File: src/rtl/strip_fan_triangle_assembler_unit_defines.svh
// Assertion macros used by the output stage of the strip and fan triangle assembler RTL.
`ifndef STRIP_FAN_TRIANGLE_ASSEMBLER_UNIT_DEFINES_SVH
`define STRIP_FAN_TRIANGLE_ASSEMBLER_UNIT_DEFINES_SVH

// Same-cycle implication, checked out of reset.
`define SFTA_ASSERT_NOW(name, clk, rst, ante, cons, msg) \
  name: assert property (@(posedge clk) disable iff (rst) (ante) |-> (cons)) else $error(msg);

// Next-cycle implication, checked out of reset.
`define SFTA_ASSERT_NEXT(name, clk, rst, ante, cons, msg) \
  name: assert property (@(posedge clk) disable iff (rst) (ante) |=> (cons)) else $error(msg);

`endif

File: src/rtl/sfta_pkg.sv
// Shared types for the strip and fan triangle assembler.
package sfta_pkg;

  // One vertex: vertex index, normal index, s, t from low to high.
  typedef logic [63:0] vtx_t;

  // Triangle handed from the assembler to the output stage.
  typedef struct packed {
    logic load;
    vtx_t c2;
    vtx_t c1;
    vtx_t c0;
  } tri_set_t;

  localparam logic [1:0] LastWordPos = 2'd3;
  localparam logic [1:0] LastCorner  = 2'd2;

endpackage

File: src/rtl/sfta_asm.sv
// Run decoder and vertex store that forms one triangle per new vertex.
module sfta_asm (
  input  logic               clk,
  input  logic               rst,
  input  logic               in_fire,
  input  logic signed [15:0] word,
  output logic               emit_due,
  output sfta_pkg::tri_set_t tri_out
);
  import sfta_pkg::*;

  logic        await_header;
  logic        fan_mode;
  logic        strip_flip;
  logic [15:0] tris_left;
  logic [1:0]  word_pos;
  logic [1:0]  verts_loaded;
  vtx_t        slots [3];

  logic [15:0] word_u;
  logic [1:0]  slot_sel;
  vtx_t        newest;
  logic        flip_next;
  logic [16:0] mag;
  logic [15:0] tris_init;

  // Decode of the current word against the run state.
  always_comb begin
    word_u    = word;
    slot_sel  = (verts_loaded == 2'd3) ? 2'd2 : verts_loaded;
    newest    = {word_u, slots[2][47:0]};
    emit_due  = !await_header && (word_pos == LastWordPos) &&
                (verts_loaded >= 2'd2) && (tris_left != 16'd0);
    flip_next = !strip_flip;
    mag       = word_u[15] ? (17'h10000 - {1'b0, word_u}) : {1'b0, word_u};
    tris_init = (mag > 17'd2) ? 16'(mag - 17'd2) : 16'd0;
  end

  // Triangle corners in the order the run type asks for.
  always_comb begin
    tri_out.load = in_fire && emit_due;
    if (fan_mode) begin
      tri_out.c0 = slots[0];
      tri_out.c1 = newest;
      tri_out.c2 = slots[1];
    end else begin
      tri_out.c0 = flip_next ? slots[1] : slots[0];
      tri_out.c1 = flip_next ? slots[0] : slots[1];
      tri_out.c2 = newest;
    end
  end

  // Run control state.
  always_ff @(posedge clk) begin
    if (rst) begin
      await_header <= 1'b1;
      fan_mode     <= 1'b0;
      strip_flip   <= 1'b0;
      tris_left    <= 16'd0;
      word_pos     <= 2'd0;
      verts_loaded <= 2'd0;
    end else if (in_fire) begin
      if (await_header) begin
        if (word_u != 16'd0) begin
          fan_mode     <= word_u[15];
          tris_left    <= tris_init;
          strip_flip   <= 1'b0;
          word_pos     <= 2'd0;
          verts_loaded <= 2'd0;
          await_header <= 1'b0;
        end
      end else if (word_pos != LastWordPos) begin
        word_pos <= word_pos + 2'd1;
      end else begin
        word_pos <= 2'd0;
        if (verts_loaded != 2'd3) begin
          verts_loaded <= verts_loaded + 2'd1;
        end
        if (verts_loaded >= 2'd2) begin
          if (tris_left == 16'd0) begin
            await_header <= 1'b1;
          end else begin
            tris_left <= tris_left - 16'd1;
            if (tris_left == 16'd1) begin
              await_header <= 1'b1;
            end
            if (!fan_mode) begin
              strip_flip <= flip_next;
            end
          end
        end
      end
    end
  end

  // Vertex store: field writes, and the slot shift when a triangle goes out.
  always_ff @(posedge clk) begin
    if (in_fire && !await_header) begin
      if (emit_due) begin
        if (fan_mode) begin
          slots[1] <= newest;
          slots[2] <= newest;
        end else begin
          slots[0] <= slots[1];
          slots[1] <= newest;
          slots[2] <= newest;
        end
      end else begin
        slots[slot_sel][16 * word_pos +: 16] <= word_u;
      end
    end
  end

endmodule

File: src/rtl/sfta_out.sv
// Triangle buffer that hands out the three corners one transaction at a time.
module sfta_out (
  input  logic               clk,
  input  logic               rst,
  input  sfta_pkg::tri_set_t tri_in,
  output logic               busy,
  output logic               out_valid,
  input  logic               out_ready,
  output logic signed [15:0] vert_index,
  output logic signed [15:0] norm_index,
  output logic signed [15:0] tex_s,
  output logic signed [15:0] tex_t,
  output logic [1:0]         corner,
  output logic               tri_last
);
  import sfta_pkg::*;
  `include "strip_fan_triangle_assembler_unit_defines.svh"

  vtx_t       held [3];
  logic [1:0] cnt;
  vtx_t       sel;
  logic       out_fire;

  // Corner select and output fields.
  always_comb begin
    case (cnt)
      2'd0:    sel = held[0];
      2'd1:    sel = held[1];
      default: sel = held[2];
    endcase
    out_fire   = busy && out_ready;
    out_valid  = busy;
    vert_index = signed'(sel[15:0]);
    norm_index = signed'(sel[31:16]);
    tex_s      = signed'(sel[47:32]);
    tex_t      = signed'(sel[63:48]);
    corner     = cnt;
    tri_last   = (cnt == LastCorner);
  end

  // Buffer occupancy and corner counter.
  always_ff @(posedge clk) begin
    if (rst) begin
      busy <= 1'b0;
      cnt  <= 2'd0;
    end else if (tri_in.load) begin
      busy <= 1'b1;
      cnt  <= 2'd0;
    end else if (out_fire) begin
      if (cnt == LastCorner) begin
        busy <= 1'b0;
        cnt  <= 2'd0;
      end else begin
        cnt <= cnt + 2'd1;
      end
    end
  end

  // Triangle payload.
  always_ff @(posedge clk) begin
    if (tri_in.load) begin
      held[0] <= tri_in.c0;
      held[1] <= tri_in.c1;
      held[2] <= tri_in.c2;
    end
  end

  `SFTA_ASSERT_NOW(a_no_overwrite, clk, rst, tri_in.load, !busy, "triangle loaded into a busy buffer")
  `SFTA_ASSERT_NOW(a_corner_range, clk, rst, busy, cnt != 2'd3, "corner counter out of range")
  `SFTA_ASSERT_NEXT(a_drain_done, clk, rst, out_fire && tri_last && !tri_in.load, !busy, "buffer still busy after last corner")

endmodule

File: src/rtl/strip_fan_triangle_assembler_unit.sv
// Top level of the strip and fan triangle assembler.
// A triangle's first corner is valid in the cycle after its last vertex word is taken.
// Throughput: one command word per cycle; each triangle then drains its three corners through the output handshake.
// A word that completes a triangle waits only while the previous triangle is still draining.
// Reset (rst, synchronous, active high) returns to waiting for a run header; the buffer empties.
module strip_fan_triangle_assembler_unit (
  input  logic               clk,
  input  logic               rst,
  input  logic               in_valid,
  output logic               in_ready,
  input  logic signed [15:0] word,
  output logic               out_valid,
  input  logic               out_ready,
  output logic signed [15:0] vert_index,
  output logic signed [15:0] norm_index,
  output logic signed [15:0] tex_s,
  output logic signed [15:0] tex_t,
  output logic [1:0]         corner,
  output logic               tri_last
);
  import sfta_pkg::*;

  tri_set_t tri_set;
  logic     emit_due;
  logic     busy;
  logic     in_fire;

  // Hold off only a word that would complete a triangle while one still drains.
  assign in_ready = !(busy && emit_due);
  assign in_fire  = in_valid && in_ready;

  sfta_asm u_asm (
    .clk      (clk),
    .rst      (rst),
    .in_fire  (in_fire),
    .word     (word),
    .emit_due (emit_due),
    .tri_out  (tri_set)
  );

  sfta_out u_out (
    .clk        (clk),
    .rst        (rst),
    .tri_in     (tri_set),
    .busy       (busy),
    .out_valid  (out_valid),
    .out_ready  (out_ready),
    .vert_index (vert_index),
    .norm_index (norm_index),
    .tex_s      (tex_s),
    .tex_t      (tex_t),
    .corner     (corner),
    .tri_last   (tri_last)
  );

endmodule
File: config.mk
export PLATFORM = sky130hd
export DESIGN_NAME = strip_fan_triangle_assembler_unit
export DESIGN_NICKNAME = d
export VERILOG_FILES = /design/src/rtl/sfta_pkg.sv /design/src/rtl/sfta_asm.sv /design/src/rtl/sfta_out.sv /design/src/rtl/strip_fan_triangle_assembler_unit.sv
export VERILOG_INCLUDE_DIRS = /design/src /design/src/rtl
export SDC_FILE = /design/constraint.sdc
export NUM_CORES = 1
export LEC_CHECK = 0
export ABC_AREA = 1
export BUFFER_PORTS_ARGS = -buffer_cell sky130_fd_sc_hd__buf_2
export CAP_MARGIN = 15
export CORE_MARGIN = 1
export CORE_UTILIZATION = 38
export CTS_CLUSTER_SIZE = 30
export DETAILED_ROUTE_END_ITERATION = 8
export HOLD_SLACK_MARGIN = 0.05
export PLACE_DENSITY = 0.65
export SYNTH_ARGS = -nofsm -noshare
export SYNTH_HDL_FRONTEND = slang
export SYNTH_SLANG_ARGS = --single-unit
File: constraint.sdc
create_clock -name clk -period 12.5 [get_ports clk]
set_input_delay 2.5 -clock clk [delete_from_list [all_inputs] [get_ports clk]]
set_output_delay 2.5 -clock clk [all_outputs]
set_load 0.005 [all_outputs]
==> reports/results.ini, run 1 <==
[run_status]
status=completed

[cts]
ctsHoldBuffers=0
clk_pin_slew_ns=0.06
h-tree-depth=2
cts_num_sinks=394
cts_buffer_depth=3
ctsRootBufferMaster=clkbuf_16
cts_setup_buffers=0
tritoncts=done
numCtsBuffers=42
cts_resized=0
clk_latency_ns=0.56

[route]
dr.pass1.iters=6
drt_first_iter_violations=1554
vias=15782
totalWireLength_microns=54800
ant_nets=0
routedWlPerCell_microns=18.8
routed_via_density=5.41
drc=0

[floorplan]
num_rows=84
start_util=0.384
dieHeight_microns=232
dieArea_sq_um=54000
core_sq_um=52600
io_pins=89
die_w_microns=232

[timing]
setup_viol=0
period_share=0.396
tightest_slew_ns=1.15
rsz0062_at_grt=false
clock.fmax_mhz=202
finalHoldViolCount=0
setup_tns_ns=0
fin_worst_skew_ns=0.0215
slew_violations=0
relSlewSlack=0.233
min_period_ns=4.95
hold_slack_ns=0.522

[power_and_ir_drop]
finalPower_mw=2.99
p_comb_frac=0.087
p_sw_mw=0.720
swShare=0.241
p_per_area_nw_per_um2=133
intPower_mw=2.27
seqPwrFrac=0.490
clkPwrFrac=0.423
vdd_drop_max_v=0.0000881
leakage_nw=9.05

[critical_path]
worst-setup-path-type=reg2out
crit_path_end=tex_t[15]
crit_fanout=66
critPathLaunch=u_out.corner[1]$_SDFFE_PP0P_
arrival_ns=2.45
cp.required_ns=10.00
crit_path_start_kind=flop
crit-reg2reg-launch=u_asm.await_header$_SDFFE_PP1N_
worstRegToRegCells=10
cp-end-kind=primary output
rrSetupSlack_ns=8.23
r2r-end=u_asm.slots[1][11]$_DFFE_PP_

[final_layout]
drive_gt1_frac=0.127
multiInputGateArea_sq_um=7560
nNetsFinal=2230
seq_area_sq_um=11600
final_cell_area_sq_um=22500
final_cells=2919
syn_to_final_growth_pct=11.3
fill_cells=5023

[global_routing]
grt_pass1_vias=15090
grt_pass1_wl_microns=85000
grtUsageMet2=0.331
use_met3=0.0322
grt.busiest_layer=met2
grtUsageTotal=0.201
antenna_found_initial=2
use_met1=0.263
grt_start_max_net_pins=129
grt-ovfl-total=0

[synthesis]
ys_ff_latch=394
synth_flop_cell=edfxtp_1
yosys.area_share.simple=0.236
synth.mux.area_fraction=0.0357
synth_xor_area_frac=0.00260
ys_warn_count=0
synth_cells=2186
synthAdderAreaFrac=0.00806
synth_area_sq_um=20200
synthDistinctLibCells=44
synth_edf_count=368
synth_nets=2219
synthArstFlopShare=0
synth_top_family_by_area=simple AND/OR/NAND/NOR gates
avgSynthCellArea_sq_um=9.23
yosysSeqAreaShare=0.573
synth_compound_area_frac=0.0904

[placement]
place.gp.congestion=0.886
portBuffers=88
dp.cells=2841
place_area_sq_um=21100
dpl.hpwl_microns=33900

[hold_path]
min_path_type=reg2reg

[flow_run]
cap_violations=0

-- cell usage in the layout, fill, tap and decap left out, types with 3 or more instances in the layout --
| cell | synthesis | final |
|---|---|---|
| inv_1 | 116 | 114 |
| a22oi_1 | 86 | 86 |
| inv_6 | 0 | 3 |
| o21ai_0 | 96 | 96 |
| clkinv_1 | 0 | 4 |
| dfxtp_2 | 0 | 3 |
| nor2_4 | 2 | 4 |
| edfxtp_1 | 368 | 368 |
| o21ai_1 | 19 | 19 |
| buf_2 | 14 | 88 |
| inv_2 | 11 | 12 |
| dfxtp_1 | 26 | 22 |
| a21oi_1 | 101 | 101 |
| xor2_1 | 6 | 6 |
| ha_1 | 13 | 13 |
| clkbuf_16 | 0 | 43 |
| nand3_1 | 251 | 251 |
| nor3_1 | 8 | 8 |
| clkinv_2 | 4 | 17 |
| bufinv_16 | 0 | 5 |
| clkbuf_1 | 104 | 7 |
| nand2_1 | 741 | 741 |
| nor2_1 | 99 | 97 |
| nand4_4 | 6 | 6 |
| nand4_1 | 5 | 5 |
| buf_4 | 7 | 17 |
| mux2_2 | 64 | 64 |
-- layout make-up --
class | count | share of cell area
Multi-Input combinational cell | 1522 | 0.337
Tap cell | 688 | 0.0383
Sequential cell | 394 | 0.515
Inverter | 131 | 0.0223
Clock buffer | 50 | 0.0491
Antenna cell | 1 | 0.000111
Clock inverter | 27 | 0.0121
Timing Repair Buffer | 106 | 0.0258
-- power by group through the flow --
stage	clock network [mW]	registers, mW	logic (mW)
6_report	1.26	1.47	0.261
5_1_grt	1.33	1.47	0.287
4_1_cts	1.28	1.46	0.258
3_5_place_dp	0	1.49	0.257
3_3_place_gp	0	1.49	0.250
2_1_floorplan	0	1.49	0.193
-- registers in the layout (all words and copies together), names as in the netlist --
signal,cells
u_asm.await_header,1
u_asm.fan_mode,1
u_asm.slots,176
u_asm.strip_flip,1
u_asm.tris_left,16
u_asm.verts_loaded,2
u_asm.word_pos,2
u_out.busy,1
u_out.corner,2
u_out.held,192
-- how the worst min path moves through the flow --
stage          cells past startpoint  slack (ns)                                  to                               start
2_1_floorplan                      2        0.47      u_asm.word_pos[1]$_SDFFE_PP0P_      u_asm.word_pos[1]$_SDFFE_PP0P_
4_1_cts                            2        0.52      u_asm.word_pos[1]$_SDFFE_PP0P_      u_asm.word_pos[1]$_SDFFE_PP0P_
5_1_grt                            2        0.57  u_asm.verts_loaded[1]$_SDFFE_PP0P_  u_asm.verts_loaded[1]$_SDFFE_PP0P_
6_report                           2        0.52      u_asm.word_pos[1]$_SDFFE_PP0P_      u_asm.word_pos[1]$_SDFFE_PP0P_
3_3_place_gp                       2        0.49      u_asm.word_pos[1]$_SDFFE_PP0P_      u_asm.word_pos[1]$_SDFFE_PP0P_
3_5_place_dp                       2        0.51      u_asm.word_pos[1]$_SDFFE_PP0P_      u_asm.word_pos[1]$_SDFFE_PP0P_
-- Yosys cell counts, types with 4 or more instances --
| cell type | n | area share |
|---|---|---|
| nand2_1 | 741 | 0.14 |
| ha_1 | 13 | 0.0081 |
| inv_2 | 11 | 0.0020 |
| buf_1 | 12 | 0.0022 |
| o21ai_1 | 19 | 0.0047 |
| nand4_4 | 6 | 0.0063 |
| clkinv_2 | 4 | 0.00099 |
| xor2_1 | 6 | 0.0026 |
| nor3_1 | 8 | 0.0020 |
| nand4_1 | 5 | 0.0015 |
| buf_2 | 14 | 0.0035 |
| dfxtp_1 | 26 | 0.026 |
| clkbuf_1 | 104 | 0.019 |
| edfxtp_1 | 368 | 0.55 |
| nand3_1 | 251 | 0.062 |
| a22oi_1 | 86 | 0.032 |
| nor2_1 | 99 | 0.018 |
| inv_1 | 116 | 0.022 |
| mux2_2 | 64 | 0.036 |
| o21ai_0 | 96 | 0.024 |
| buf_4 | 7 | 0.0026 |
| a21oi_1 | 101 | 0.025 |
-- worst max-delay path: stages (launching register included) --
cell,delay [ns]
dfxtp_2,0.42
inv_2,0.07
buf_4,0.71
nand3_1,0.20
nand3_1,0.29
buf_2,0.17
-- layer usage --
| layer | wire length (microns) | part of all wire | up-vias |
|---|---|---|---|
| met4 | 2010 | 0.037 | 2 |
| met1 | 23100 | 0.42 | 7536 |
| met3 | 3950 | 0.072 | 107 |
| met2 | 25700 | 0.47 | 598 |
| li1 | - | - | 7539 |
| met5 | 10 | 0.00018 | - |
-- cell families (layout without fill, tap and decap cells) --
logic type	after synthesis	in the layout
flops	394	394
simple gates	1126	1126
buf+inv	270	314
mux	64	64
compound gates	313	313
fa+ha+maj	13	13
other cells	0	1
xor+xnor	6	6
-- through the flow --
stage / setup WS [ns] / util
3_5_place_dp: 7.03 / 0.401
4_1_cts: 7.52 / 0.427
2_1_floorplan: 5.87 / -
3_3_place_gp: 7.12 / 0.401
6_report: 7.55 / 0.427
5_1_grt: 7.36 / 0.427
(Power assumes the default switching activity.)
==> inputs of run 2 (changes only) <==
Settings changed: PLACE_DENSITY 0.65 to 0.67.
Clock period 12.5 ns to 4.2 ns, I/O delays scaled along.
==> run 2 against run 1 <==
Against the previous run:
- wire length grew 1.5%
- critical endpoint is now tri_last
- flip-flop and latch count did not move
- register-to-register slack got worse by 7.6 ns
- clock skew is 0.0012 ns lower
- critical path type unchanged
- first-iteration DRC count is 15% higher
- final area up 1.0%
- sequential power grew to 3.0 times the previous value
==> reports/results.ini, run 2 (same netlist as run 1, synthesis figures left out) <==
[run_status]
status=completed

[placement]
portBuffers=88  ; unchanged
dpl.hpwl_microns=34900  ; +2.8%
place.gp.congestion=0.875  ; -1.3%
place_area_sq_um=21300  ; +1.0%

[timing]
fin_worst_skew_ns=0.0204  ; -0.00118 ns
slew_violations=0  ; unchanged
relSlewSlack=0.258  ; +0.0250
setup_tns_ns=0  ; unchanged
tightest_slew_ns=1.11  ; -0.0376 ns
clock.fmax_mhz=279
min_period_ns=3.58
setup_viol=0  ; unchanged
finalHoldViolCount=0  ; unchanged
rsz0062_at_grt=false
period_share=0.853

[final_layout]
largest_register_ff_count=192  ; unchanged
largest-register=u_out.held
nNetsFinal=2259  ; +1.3%
syn_to_final_growth_pct=12.4
fin_util=0.432  ; +0.00440
drive_gt1_frac=0.136  ; +0.00918
reg_top3=u_out.held: 192 flops, u_asm.slots: 176 flops, u_asm.tris_left: 16 flops
final_common_cell=nand2_1
mostFrequentLayoutCells=nand2_1, edfxtp_1, nand3_1
final_cell_area_sq_um=22700  ; +1.0%

[cts]
h-tree-depth=2  ; unchanged
numCtsBuffers=42  ; unchanged
cts_num_sinks=394  ; unchanged
clk_pin_slew_ns=0.06  ; about the same
ctsHoldBuffers=0  ; unchanged
clk_latency_ns=0.55  ; about the same
cts_buffer_depth=3  ; unchanged
tritoncts=done
cts_setup_buffers=0  ; unchanged
cts_resized=0  ; unchanged
ctsRootBufferMaster=clkbuf_16

[critical_path]
crit_fanout=25  ; -62%
arrival_ns=2.74  ; +0.29 ns
cp-end-kind=primary output
cpPeakStageDelay_ns=0.77  ; +0.06 ns
crit-reg2reg-launch=u_asm.word_pos[0]$_SDFFE_PP0P_
critical_path.top_delay_family=buffers and inverters
worst-setup-path-type=reg2out
worstPathCellList=inv_2 > buf_4 > nor2_1 > buf_2
r2r-end=u_asm.slots[0][6]$_DFFE_PP_
cp_num_cells=4  ; -1
worstRegToRegCells=10  ; unchanged
cpMaxStageDelayCell=dfxtp_2
rrSetupSlack_ns=0.62  ; -7.61 ns
crit_path_start_kind=flop
cp.required_ns=3.36  ; -6.64 ns
path_buf_inv=3  ; unchanged

[power_and_ir_drop]
clkPwrFrac=0.424  ; about the same
p_comb_frac=0.087  ; about the same
p_sw_mw=2.13  ; +200%
vdd_drop_max_v=0.000237  ; +170%
intPower_mw=6.83  ; +200%
swShare=0.237  ; -0.00319
p_per_area_nw_per_um2=395  ; +200%
leakage_nw=9.19  ; +1.6%
seqPwrFrac=0.488  ; -0.002

[global_routing]
grt_pass1_vias=15273  ; +1.2%
antenna_found_initial=2  ; unchanged
grt-ovfl-total=0  ; unchanged
grtUsageTotal=0.204  ; +0.00325
grt_start_max_net_pins=125  ; -3.1%
grt_pass1_wl_microns=85800  ; +0.93%

[hold_path]
min_path_cells=2  ; unchanged
min_path_type=reg2reg
min_delay_worst_endpoint=u_asm.word_pos[1]$_SDFFE_PP0P_
worstHoldStart=u_asm.word_pos[1]$_SDFFE_PP0P_

[floorplan]
num_rows=84  ; unchanged
dieHeight_microns=232  ; unchanged
start_util=0.384  ; unchanged
dieArea_sq_um=54000  ; unchanged
die_w_microns=232  ; unchanged
io_pins=89  ; unchanged
core_sq_um=52600  ; unchanged

[route]
routed_via_density=5.44  ; +0.62%
drc=0  ; unchanged
vias=16022  ; +1.5%
totalWireLength_microns=55700  ; +1.5%
dr.pass1.iters=7  ; +1
drt_first_iter_violations=1784  ; +15%
routedWlPerCell_microns=18.9  ; +0.62%
ant_nets=0  ; unchanged

[flow_run]
cap_violations=0  ; unchanged

run 2: cell types whose count changed in the layout (fill, tap and decap cells not counted), sizes merged:
cell and delta:
buf +29, clkinv -4, clkbuf +1
run 2: cell type report:
| class | count | area [sq um] |
|---|---|---|
| antenna | 1 | 2.50 |
| clock buffer | 51 | 1150 |
| sequential | 394 | 11600 |
| clock inverter | 23 | 244 |
| fill | 4990 | 29900 |
| timing repair buffer | 135 | 793 |
| inverter | 131 | 502 |
| tap | 688 | 861 |
| multi-input combinational | 1522 | 7560 |
run 2: worst register-to-register path: stages, from the launching register on:
cell      delay (ns)
dfxtp_1         0.43
ha_1            0.32
nand2_1         0.10
nor2_2          0.17
a21boi_4        0.30
nand3_2         0.26
inv_6           0.26
buf_4           0.58
nand3_1         0.37
nand2_1         0.17
buf_4           0.29
run 2: power groups by stage:
stage	Clock, mW	Sequential (mW)	Combinational (mW)
2_1_floorplan	0	4.43	0.574
3_3_place_gp	0	4.45	0.747
3_5_place_dp	0	4.46	0.765
4_1_cts	3.84	4.37	0.770
5_1_grt	3.99	4.38	0.864
6_report	3.80	4.37	0.782
run 2: per-stage QoR:
stage          worst slack, ns  total power [mW]  hold slack [ns]  cells
2_1_floorplan            0.278              5.00            0.472   2186
3_3_place_gp             0.559              5.20            0.480   2870
3_5_place_dp             0.492              5.22            0.498   2870
4_1_cts                  0.594              8.98            0.506   2944
5_1_grt                  0.347              9.23            0.542   2944
6_report                 0.616              8.95            0.507   2945
run 2: worst max path at each step:
stage | from | end | slack, ns
2_1_floorplan | u_asm.word_pos[0]$_SDFFE_PP0P_ | u_asm.slots[0][16]$_DFFE_PP_ | 0.28
3_3_place_gp | word[1] | u_asm.tris_left[13]$_SDFFE_PP0P_ | 0.56
3_5_place_dp | word[1] | u_asm.tris_left[5]$_SDFFE_PP0P_ | 0.49
4_1_cts | u_asm.word_pos[0]$_SDFFE_PP0P_ | u_asm.slots[0][7]$_DFFE_PP_ | 0.59
5_1_grt | u_asm.word_pos[0]$_SDFFE_PP0P_ | u_asm.slots[0][7]$_DFFE_PP_ | 0.35
6_report | u_out.corner[1]$_SDFFE_PP0P_ | tri_last | 0.62
run 2: routing by layer:
layer,wire length (microns),global-route usage
met4,2360,0.0925
met5,16,0
met1,22800,0.263
met2,26300,0.336
met3,4220,0.0325
